File: src/rtl/sfe_pkg.sv
// ---------------------------------------------------------------------------
// sfe_pkg
// Shared types and constants of the setpoint frame encoder.
// ---------------------------------------------------------------------------
package sfe_pkg;

    localparam int unsigned CHANNELS   = 6;
    localparam int unsigned SP_WIDTH   = 32;
    localparam int unsigned SP_BYTES   = SP_WIDTH / 8;
    localparam int unsigned CH_W       = 3;
    localparam logic [7:0]  FRAME_MARK = 8'h7E;

    typedef logic [SP_WIDTH-1:0] t_setpoint;

    typedef enum logic [2:0] {
        PH_IDLE,
        PH_HEAD,
        PH_BODY,
        PH_CHECK,
        PH_FOOT
    } t_phase;

endpackage

File: src/rtl/setpoint_frame_encoder_top.sv
// ---------------------------------------------------------------------------
// setpoint_frame_encoder_top
// Serializes six setpoints into one framed byte stream with XOR check.
// ---------------------------------------------------------------------------
// Usage:
//   s_axis carries one word of six 32-bit setpoints (setpoint_0 in the
//   lowest bits). m_axis returns the frame one byte per word: 0x7E header,
//   per channel an address byte (1..6) and SETPOINT_BYTES data bytes, least
//   significant first, the XOR check byte and a 0x7E footer marked by tlast.
//   A frame is 6 * (SETPOINT_BYTES + 1) + 3 words, 33 at the default size.
//   Throughput: the single byte sequencer walks the frame one byte per
//   cycle while the output is not stalled, one frame at a time.
//   An accepted word sets the header state, which then registers the header.
//   The next input word is taken in the cycle the footer is generated, so
//   frames follow without gaps.
//   Stall: while m_axis_tready is low the output register holds and the
//   sequencer waits; s_axis_tready stays low until the current frame's
//   footer has been generated.
//   Reset: i_rst_n (synchronous, active low) drops any frame in progress
//   and clears the output valid.
// ---------------------------------------------------------------------------
module setpoint_frame_encoder_top #(
    parameter int unsigned SETPOINT_BYTES = 4
) (
    input  logic         i_clk,
    input  logic         i_rst_n,
    input  logic         s_axis_tvalid,
    output logic         s_axis_tready,
    input  logic [191:0] s_axis_tdata,  // setpoint_0 .. setpoint_5, 32 bits each
    output logic         m_axis_tvalid,
    input  logic         m_axis_tready,
    output logic [7:0]   m_axis_tdata,  // frame_byte
    output logic         m_axis_tlast   // frame_end
);
    import sfe_pkg::*;

    localparam int unsigned K_W        = $clog2(SETPOINT_BYTES + 1);
    localparam int unsigned SENT_BYTES = (SETPOINT_BYTES < SP_BYTES) ?
                                         SETPOINT_BYTES : SP_BYTES;

    t_setpoint            r_sp [CHANNELS];
    logic [7:0]           r_check;
    t_phase               r_state, n_state;
    logic [CH_W-1:0]      r_ch, n_ch;
    logic [K_W-1:0]       r_k, n_k;
    logic                 r_ovalid;
    logic [7:0]           r_obyte;
    logic                 r_olast;

    logic                 advance;
    logic                 accept;
    logic [7:0]           in_check;
    logic [7:0]           gen_byte;
    logic                 gen_last;
    t_setpoint            sel_sp;

    assign advance = (r_state != PH_IDLE) && (!r_ovalid || m_axis_tready);
    assign accept  = s_axis_tvalid && s_axis_tready;

    always_comb begin
        in_check = 8'h00;
        for (int c = 0; c < CHANNELS; c++) begin
            in_check = in_check ^ 8'(c + 1);
            for (int k = 0; k < SENT_BYTES; k++) begin
                in_check = in_check ^ s_axis_tdata[c*SP_WIDTH + 8*k +: 8];
            end
        end
    end

    // next state
    always_comb begin
        n_state = r_state;
        n_ch    = r_ch;
        n_k     = r_k;
        if (advance) begin
            unique case (r_state)
                PH_HEAD: begin
                    n_state = PH_BODY;
                    n_ch    = '0;
                    n_k     = '0;
                end
                PH_BODY: begin
                    if (r_k == K_W'(SETPOINT_BYTES)) begin
                        n_k = '0;
                        if (r_ch == CH_W'(CHANNELS - 1)) begin
                            n_state = PH_CHECK;
                        end else begin
                            n_ch = r_ch + 1'b1;
                        end
                    end else begin
                        n_k = r_k + 1'b1;
                    end
                end
                PH_CHECK: n_state = PH_FOOT;
                PH_FOOT:  n_state = PH_IDLE;
                default:  n_state = PH_IDLE;
            endcase
        end
        if (accept) begin
            n_state = PH_HEAD;
        end
    end

    // outputs
    always_comb begin
        s_axis_tready = (r_state == PH_IDLE) || (advance && (r_state == PH_FOOT));
        sel_sp   = r_sp[r_ch];
        gen_byte = 8'h00;
        gen_last = 1'b0;
        unique case (r_state)
            PH_HEAD:  gen_byte = FRAME_MARK;
            PH_BODY: begin
                if (r_k == '0) begin
                    gen_byte = 8'(r_ch) + 8'd1;
                end else begin
                    for (int k = 0; k < SENT_BYTES; k++) begin
                        if (r_k == K_W'(k + 1)) begin
                            gen_byte = sel_sp[8*k +: 8];
                        end
                    end
                end
            end
            PH_CHECK: gen_byte = r_check;
            PH_FOOT: begin
                gen_byte = FRAME_MARK;
                gen_last = 1'b1;
            end
            default:  gen_byte = 8'h00;
        endcase
    end

    always_ff @(posedge i_clk) begin
        if (!i_rst_n) begin
            r_state  <= PH_IDLE;
            r_ch     <= '0;
            r_k      <= '0;
            r_ovalid <= 1'b0;
        end else begin
            r_state <= n_state;
            r_ch    <= n_ch;
            r_k     <= n_k;
            if (advance) begin
                r_ovalid <= 1'b1;
            end else if (m_axis_tready) begin
                r_ovalid <= 1'b0;
            end
        end
    end

    always_ff @(posedge i_clk) begin
        if (accept) begin
            for (int c = 0; c < CHANNELS; c++) begin
                r_sp[c] <= s_axis_tdata[c*SP_WIDTH +: SP_WIDTH];
            end
            r_check <= in_check;
        end
        if (advance) begin
            r_obyte <= gen_byte;
            r_olast <= gen_last;
        end
    end

    assign m_axis_tvalid = r_ovalid;
    assign m_axis_tdata  = r_obyte;
    assign m_axis_tlast  = r_olast;

    a_last_is_mark: assert property (@(posedge i_clk) disable iff (!i_rst_n)
        (m_axis_tvalid && m_axis_tlast) |-> (m_axis_tdata == FRAME_MARK))
        else $error("frame end word is not the footer mark");

    a_accept_at_frame_end: assert property (@(posedge i_clk) disable iff (!i_rst_n)
        accept |-> ((r_state == PH_IDLE) || (r_state == PH_FOOT)))
        else $error("input word taken in the middle of a frame");

    a_body_bounds: assert property (@(posedge i_clk) disable iff (!i_rst_n)
        (r_state == PH_BODY) |->
            ((r_ch < CH_W'(CHANNELS)) && (r_k <= K_W'(SETPOINT_BYTES))))
        else $error("body counters out of range");

    a_head_follows_accept: assert property (@(posedge i_clk) disable iff (!i_rst_n)
        accept |=> (r_state == PH_HEAD))
        else $error("frame did not start after input word");

endmodule

File: config.mk
export PLATFORM = sky130hd
export DESIGN_NAME = setpoint_frame_encoder_top
export DESIGN_NICKNAME = d
export VERILOG_FILES = /design/src/rtl/sfe_pkg.sv /design/src/rtl/setpoint_frame_encoder_top.sv
export SDC_FILE = /design/constraint.sdc
export NUM_CORES = 1
export LEC_CHECK = 0
export ABC_AREA = 0
export BUFFER_PORTS_ARGS = -buffer_cell sky130_fd_sc_hd__buf_2
export CELL_PAD_IN_SITES_DETAIL_PLACEMENT = 1
export CELL_PAD_IN_SITES_GLOBAL_PLACEMENT = 1
export CORE_ASPECT_RATIO = 1.75
export CORE_MARGIN = 10
export CORE_UTILIZATION = 47
export CTS_BUF_LIST = sky130_fd_sc_hd__clkbuf_8
export CTS_CLUSTER_DIAMETER = 60
export DETAILED_ROUTE_END_ITERATION = 8
export PLACE_DENSITY_LB_ADDON = 0.1
export SETUP_SLACK_MARGIN = 0.1
export SLEW_MARGIN = 25
export SYNTH_ARGS = -nofsm -noshare
export SYNTH_HDL_FRONTEND = slang
export SYNTH_SLANG_ARGS = --single-unit
File: constraint.sdc
create_clock -name i_clk -period 8.63 [get_ports i_clk]
set_clock_uncertainty 0.15 [all_clocks]
set_input_delay 2.1575 -clock i_clk [delete_from_list [all_inputs] [get_ports i_clk]]
set_output_delay 2.1575 -clock i_clk [all_outputs]
set_load 0.01 [all_outputs]
Yosys cells after proc, flatten, opt, wreduce, memory -nomap -nowiden

Memory sizes are Yosys's and may differ from the RTL's. A register that Yosys moved wholly into a read port is not among the register bits.
Cells that the tools add are included.

Shift operators: 0
Bitwise logic cells: 30
Reduce and logical (&&, ||, !) cells: 18
Mux-type cells: 23
Magnitude comparators: 0
Eq/ne operators: 14
Div/mod/pow operators: 0
Multipliers: 0
Add/subtract/negate cells: 3

Operators with widths:

| operator                                             | number |
|---|---|
| bitwise XOR 8 bit                                    | 23 |
| 2-to-1 mux 8 bit                                     | 5 |
| case mux 8 bit (3 select lines)                      | 1 |
| 2-to-1 mux 3 bit                                     | 7 |
| equality test 3 x 2 -> 1 bit (second input constant) | 4 |
| case mux 3 bit (2 select lines)                      | 2 |
| equality test 3 bit (second input constant)          | 3 |
| case mux 3 bit (3 select lines)                      | 1 |
| 2-to-1 mux 1 bit                                     | 7 |
| adder 3 x 1 -> 3 bit (second input constant)         | 2 |
| equality test 3 x 1 -> 1 bit (second input constant) | 2 |
| zero test 3 bit                                      | 2 |
| inequality test 2 bit (second input constant)        | 3 |
| inequality test 3 bit (second input constant)        | 2 |
| NOT 2 bit                                            | 3 |
| AND reduction 3 bit                                  | 2 |
| nonzero test 2 bit                                   | 3 |
| adder 3 x 1 -> 4 bit (second input constant)         | 1 |
| NOT 1 bit                                            | 4 |
| AND reduction 4 bit                                  | 1 |
| OR reduction 2 bit                                   | 2 |
| logical AND 1 bit                                    | 3 |
| nonzero test 3 bit                                   | 1 |
| logical OR 1 bit                                     | 2 |
| other kinds (2)                                      | 2 |

Output and inout bits: 11
Logic and storage cells: 97
Bits in read-only memories: 0
Bits in registers: 27
Bits in writable memories: 192
Input bits: 196
Memories: 1
Bits in latches: 0

Memory list:

| name | words | bits a word | read ports | clocked after Yosys merged registers in | wr ports | RTL line                         | RTL |
|---|---|---|---|---|---|---|---|
| r_sp | 6     | 32          | 1          | 1                                       | 6        | setpoint_frame_encoder_top.sv:41 | `t_setpoint r_sp [CHANNELS];` |

Depth between registers and ports, before layout

Depth after elaboration: 29
Gate-level depth with buffers: 9
Mapped depth without buffers: 7

Least setup slack after synthesis

OpenSTA, ideal clock, no wires.

Kind: input to register
Start point: in m_axis_tready
End point: reg r_check[0] (enable)
Data arrival time: 6931 ps
Slack: 962 ps
Path buffers: 0
Required time: 7893 ps
Library setup time: 587 ps
Stages on the path: 3
Cell sequence: nor2b_1 -> nand2_1 -> and3_1

Longest elaborated chain between the ends: 5

RTL lines:

| element              | RTL line                          | RTL |
|---|---|---|
| from (decl)          | setpoint_frame_encoder_top.sv:31  | `input logic m_axis_tready,` |
| logical OR 1 bit     | setpoint_frame_encoder_top.sv:57  | `assign advance = (r_state != PH_IDLE) && (!r_ovalid \|\| m_axis_tready);` |
| logical AND 1 bit    | setpoint_frame_encoder_top.sv:57  |  |
| logical AND 1 bit    | setpoint_frame_encoder_top.sv:106 | `s_axis_tready = (r_state == PH_IDLE) \|\| (advance && (r_state == PH_FOOT));` |
| logical OR 1 bit     | setpoint_frame_encoder_top.sv:106 |  |
| logical AND 1 bit    | setpoint_frame_encoder_top.sv:58  | `assign accept = s_axis_tvalid && s_axis_tready;` |
| net accept           | setpoint_frame_encoder_top.sv:51  | `logic accept;` |
| to (signal assigned) | setpoint_frame_encoder_top.sv:155 | `r_check <= in_check;` |
| to (decl)            | setpoint_frame_encoder_top.sv:42  | `logic [7:0] r_check;` |

The timed path passes the listed nets, and every way through them passes these cells.
A chain may end at the register's enable or synchronous reset.

Final worst setup path

Start point: in m_axis_tready
End point: out s_axis_tready

Longest elaborated chain between the ends: 4

RTL lines:

| element           | RTL line                          | RTL |
|---|---|---|
| logical OR 1 bit  | setpoint_frame_encoder_top.sv:57  |  |
| logical AND 1 bit | setpoint_frame_encoder_top.sv:57  |  |
| logical AND 1 bit | setpoint_frame_encoder_top.sv:106 |  |
| logical OR 1 bit  | setpoint_frame_encoder_top.sv:106 |  |
| to (decl)         | setpoint_frame_encoder_top.sv:28  | `output logic s_axis_tready,` |

No other way between the ends.

==> results.json <==
{
  "ys_async_sr_fraction_pct": 0,
  "rows": 72,
  "cp_top_family": "simple AND/OR/NAND/NOR gates",
  "switching_share_pct": 26.8,
  "comb_power_share_pct": 18.6,
  "die_x_microns": 133,
  "synth-adder-area-share_pct": 0.839,
  "rrSetupSlack_ns": 5.49,
  "grt_usage_pct": 18.5,
  "grt-ovfl-total": 0,
  "slew_viol_final": 0,
  "rr_endpoint": "m_axis_tdata[5]",
  "min_to": "r_k[1]",
  "cts_setup_buffers": 0,
  "end_kind": "output port",
  "tns_ns": 0,
  "synth-xor-area-share_pct": 15.5,
  "final_nets": 1097,
  "die_h_microns": 217,
  "critical_path_arrival_ns": 3.15,
  "total_power_mw": 2.66,
  "cts_hold_buf": 0,
  "synthMuxAreaShare_pct": 9.95,
  "clock-sinks": 222,
  "drcViolationCount": 0,
  "critPathKind": "in -> out",
  "routabilityCongestion": 0.819,
  "dp_slack_ns": 3.22,
  "fmax_ghz": 0.183,
  "ctsResizeCount": 0,
  "synth_area_per_cell_sq_um": 15.5,
  "ir_drop_mv": 0.120,
  "hold_slack_ns": 0.414,
  "worst_slack_ns": 3.18,
  "synth_edf_count": 209,
  "path_buf_inv": 2,
  "p_per_area_nw_per_um2": 216,
  "synth_seq_cells": 222,
  "cts_tree": "yes",
  "cts_made_buffers": 35,
  "netlist_area_sq_um": 10400,
  "cp_common_cell": "buf_2",
  "antenna_cells": 0,
  "worst_pin_slew_ns": 0.959,
  "grt_pass1_vias": 7470,
  "hp-start": "r_k[1]",
  "layout_commonest_cell": "edfxtp_1",
  "power.leakage_nw": 4.29,
  "critPathMaxStageDelay_ns": 0.38,
  "clk_pin_slew_ns": 0.06,
  "grt_setup_unrepaired": "false",
  "avgViaCountPerCell": 5.28,
  "yosys.area_share.simple_pct": 3.48,
  "drive_gt1_share_pct": 31.5,
  "area_growth_pct": 18.0,
  "setup_violations": 0,
  "synth-compound-area-share_pct": 5.54,
  "initial_core_util_pct": 47.5,
  "synth.distinct_cells": 50,
  "worstPathCellList": "buf_2, nor2b_1, nand2_1, and2_1, buf_2",
  "synthFlopType": "edfxtp_1",
  "pwr-share-clk_pct": 29.4,
  "grt_max_degree": 63,
  "hold_depth": 2,
  "first_pass_iters": 4,
  "crit_start": "m_axis_tready",
  "synth_fp_nets": 876,
  "ys_seq_area_share_pct": 62.6,
  "p_switching_mw": 0.714,
  "pwr-share-seq_pct": 52.1,
  "antenna_found_initial": 0,
  "insertion_delay_ns": 0.54,
  "period_share_pct": 63.2,
  "min_period_ns": 5.45,
  "wl_per_cell_microns": 22.3,
  "synth_top_family_by_area": "XOR/XNOR gates",
  "cp_slowest_cell": "nor2b_1",
  "cap_viol_max_count": 0,
  "grt_pass1_wl_microns": 41200,
  "layout_common_cells": "edfxtp_1, buf_2, xnor2_1",
  "intPower_mw": 1.95,
  "relSlewSlack_pct": 35.9,
  "clockRootBuffer": "clkbuf_8",
  "final_hold_viol_count": 0,
  "critPathLaunchType": "input pin",
  "reg2regPathDepth": 6,
  "crit_fanout": 6,
  "clockBufferDepth": 3,
  "htreeDepth": 2,
  "ioPinCount": 207,
  "dieArea_sq_um": 28800,
  "synth_warnings": 0,
  "drt-total-wl_microns": 27100,
  "drtIter0Drc": 349,
  "ant_nets": 0,
  "crit_required_ns": 6.32,
  "dp_hpwl_microns": 20000,
  "status": "completed",
  "syn_inst": 673,
  "vias": 6404,
  "core_area_sq_um": 22000,
  "io_buffers": 206,
  "hold_path.class": "reg -> reg"
}
[power by group through the flow]
stage | Clock (mW) | Sequential, mW | Combinational [mW]
detailed placement | 0 | 1.41 | 0.498
global route | 0.852 | 1.40 | 0.537
finish | 0.782 | 1.39 | 0.494
floorplan | 0 | 1.42 | 0.319
CTS | 0.810 | 1.39 | 0.503
global placement | 0 | 1.40 | 0.476
[routing by layer]
metal / GRT usage, % / part of all wire (%) / vias to the layer above / routed length [microns]
met2: 35.8 / 58 / 186 / 15600
li1: - / - / 2976 / -
met1: 19.2 / 36 / 3202 / 9690
met3: 3.53 / 4.0 / 40 / 1070
met5: 0 / 0 / - / 0
met4: 6.70 / 2.4 / 0 / 652
[tightest hold or removal path, delay by kind of cell (launching register included)]
family / cells / cell delay, ns
AND/OR/NAND/NOR: 1 / 0.08
flip-flops: 1 / 0.38
AO/OA/AOI/OAI: 1 / 0.07
[stage by stage]
stage,cells,util [%],cell area [sq um]
2_1_floorplan,673,-,10400
3_3_place_gp,1152,53.2,11700
3_5_place_dp,1153,53.4,11700
4_1_cts,1214,56.1,12300
5_1_grt,1214,56.1,12300
6_report,1214,56.1,12300
[worst max-delay path by stage]
stage                    end  slack (ns)  cells past startpoint
2_1_floorplan     r_check[0]        0.96                      3
3_3_place_gp   s_axis_tready        3.34                      5
3_5_place_dp   s_axis_tready        3.22                      5
4_1_cts        s_axis_tready        3.20                      5
5_1_grt        s_axis_tready        3.11                      5
6_report       s_axis_tready        3.18                      5
[cells in the mapped netlist, types with 2 or more instances]
cell type	number	area, sq um
o221ai_1	5	43.8
a22oi_1	2	15.0
buf_6	6	67.6
and2_1	4	25.0
nor2_1	23	86.3
o211a_1	2	20.0
o22a_1	3	26.3
a31oi_1	3	18.8
nand4_1	2	12.5
inv_1	7	26.3
mux4_2	31	698
a211oi_1	4	30.0
nand2b_1	8	50.1
a221oi_2	2	30.0
a211o_1	2	17.5
dfxtp_1	13	260
ha_1	7	87.6
clkbuf_1	10	37.5
o21ai_0	15	75.1
edfxtp_1	209	6280
mux2i_1	34	340
a221o_1	4	40.0
a21oi_1	20	100
nor2b_1	4	25.0
buf_2	8	40.0
xnor2_1	164	1440
nor3_1	4	20.0
o211ai_1	8	60.1
nand3_1	2	10.0
a221oi_1	4	35.0
nand2_1	24	90.1
xor2_1	21	184
[final cells by class]
| type | count | area (sq um) |
|---|---|---|
| Fill cell | 2252 | 9660 |
| Sequential cell | 222 | 6550 |
| Multi-Input combinational cell | 416 | 3700 |
| Timing Repair Buffer | 211 | 1090 |
| Clock buffer | 35 | 482 |
| Tap cell | 296 | 370 |
| Clock inverter | 26 | 104 |
| Inverter | 8 | 30.0 |
[registers in the layout, indices dropped and copies added (netlist names), named ones only]
name           cells
r_ch               3
r_state            3
m_axis_tdata       8
m_axis_tlast       1
r_k                3
r_sp             192
m_axis_tvalid      1
r_check            8
[logic make-up after synthesis]
kind of cell	count (synthesis)
xor+xnor	185
mux	65
flops	222
simple gates	77
buf+inv	35
compound gates	82
fa+ha+maj	7
Power figures use the tool's default switching activity.
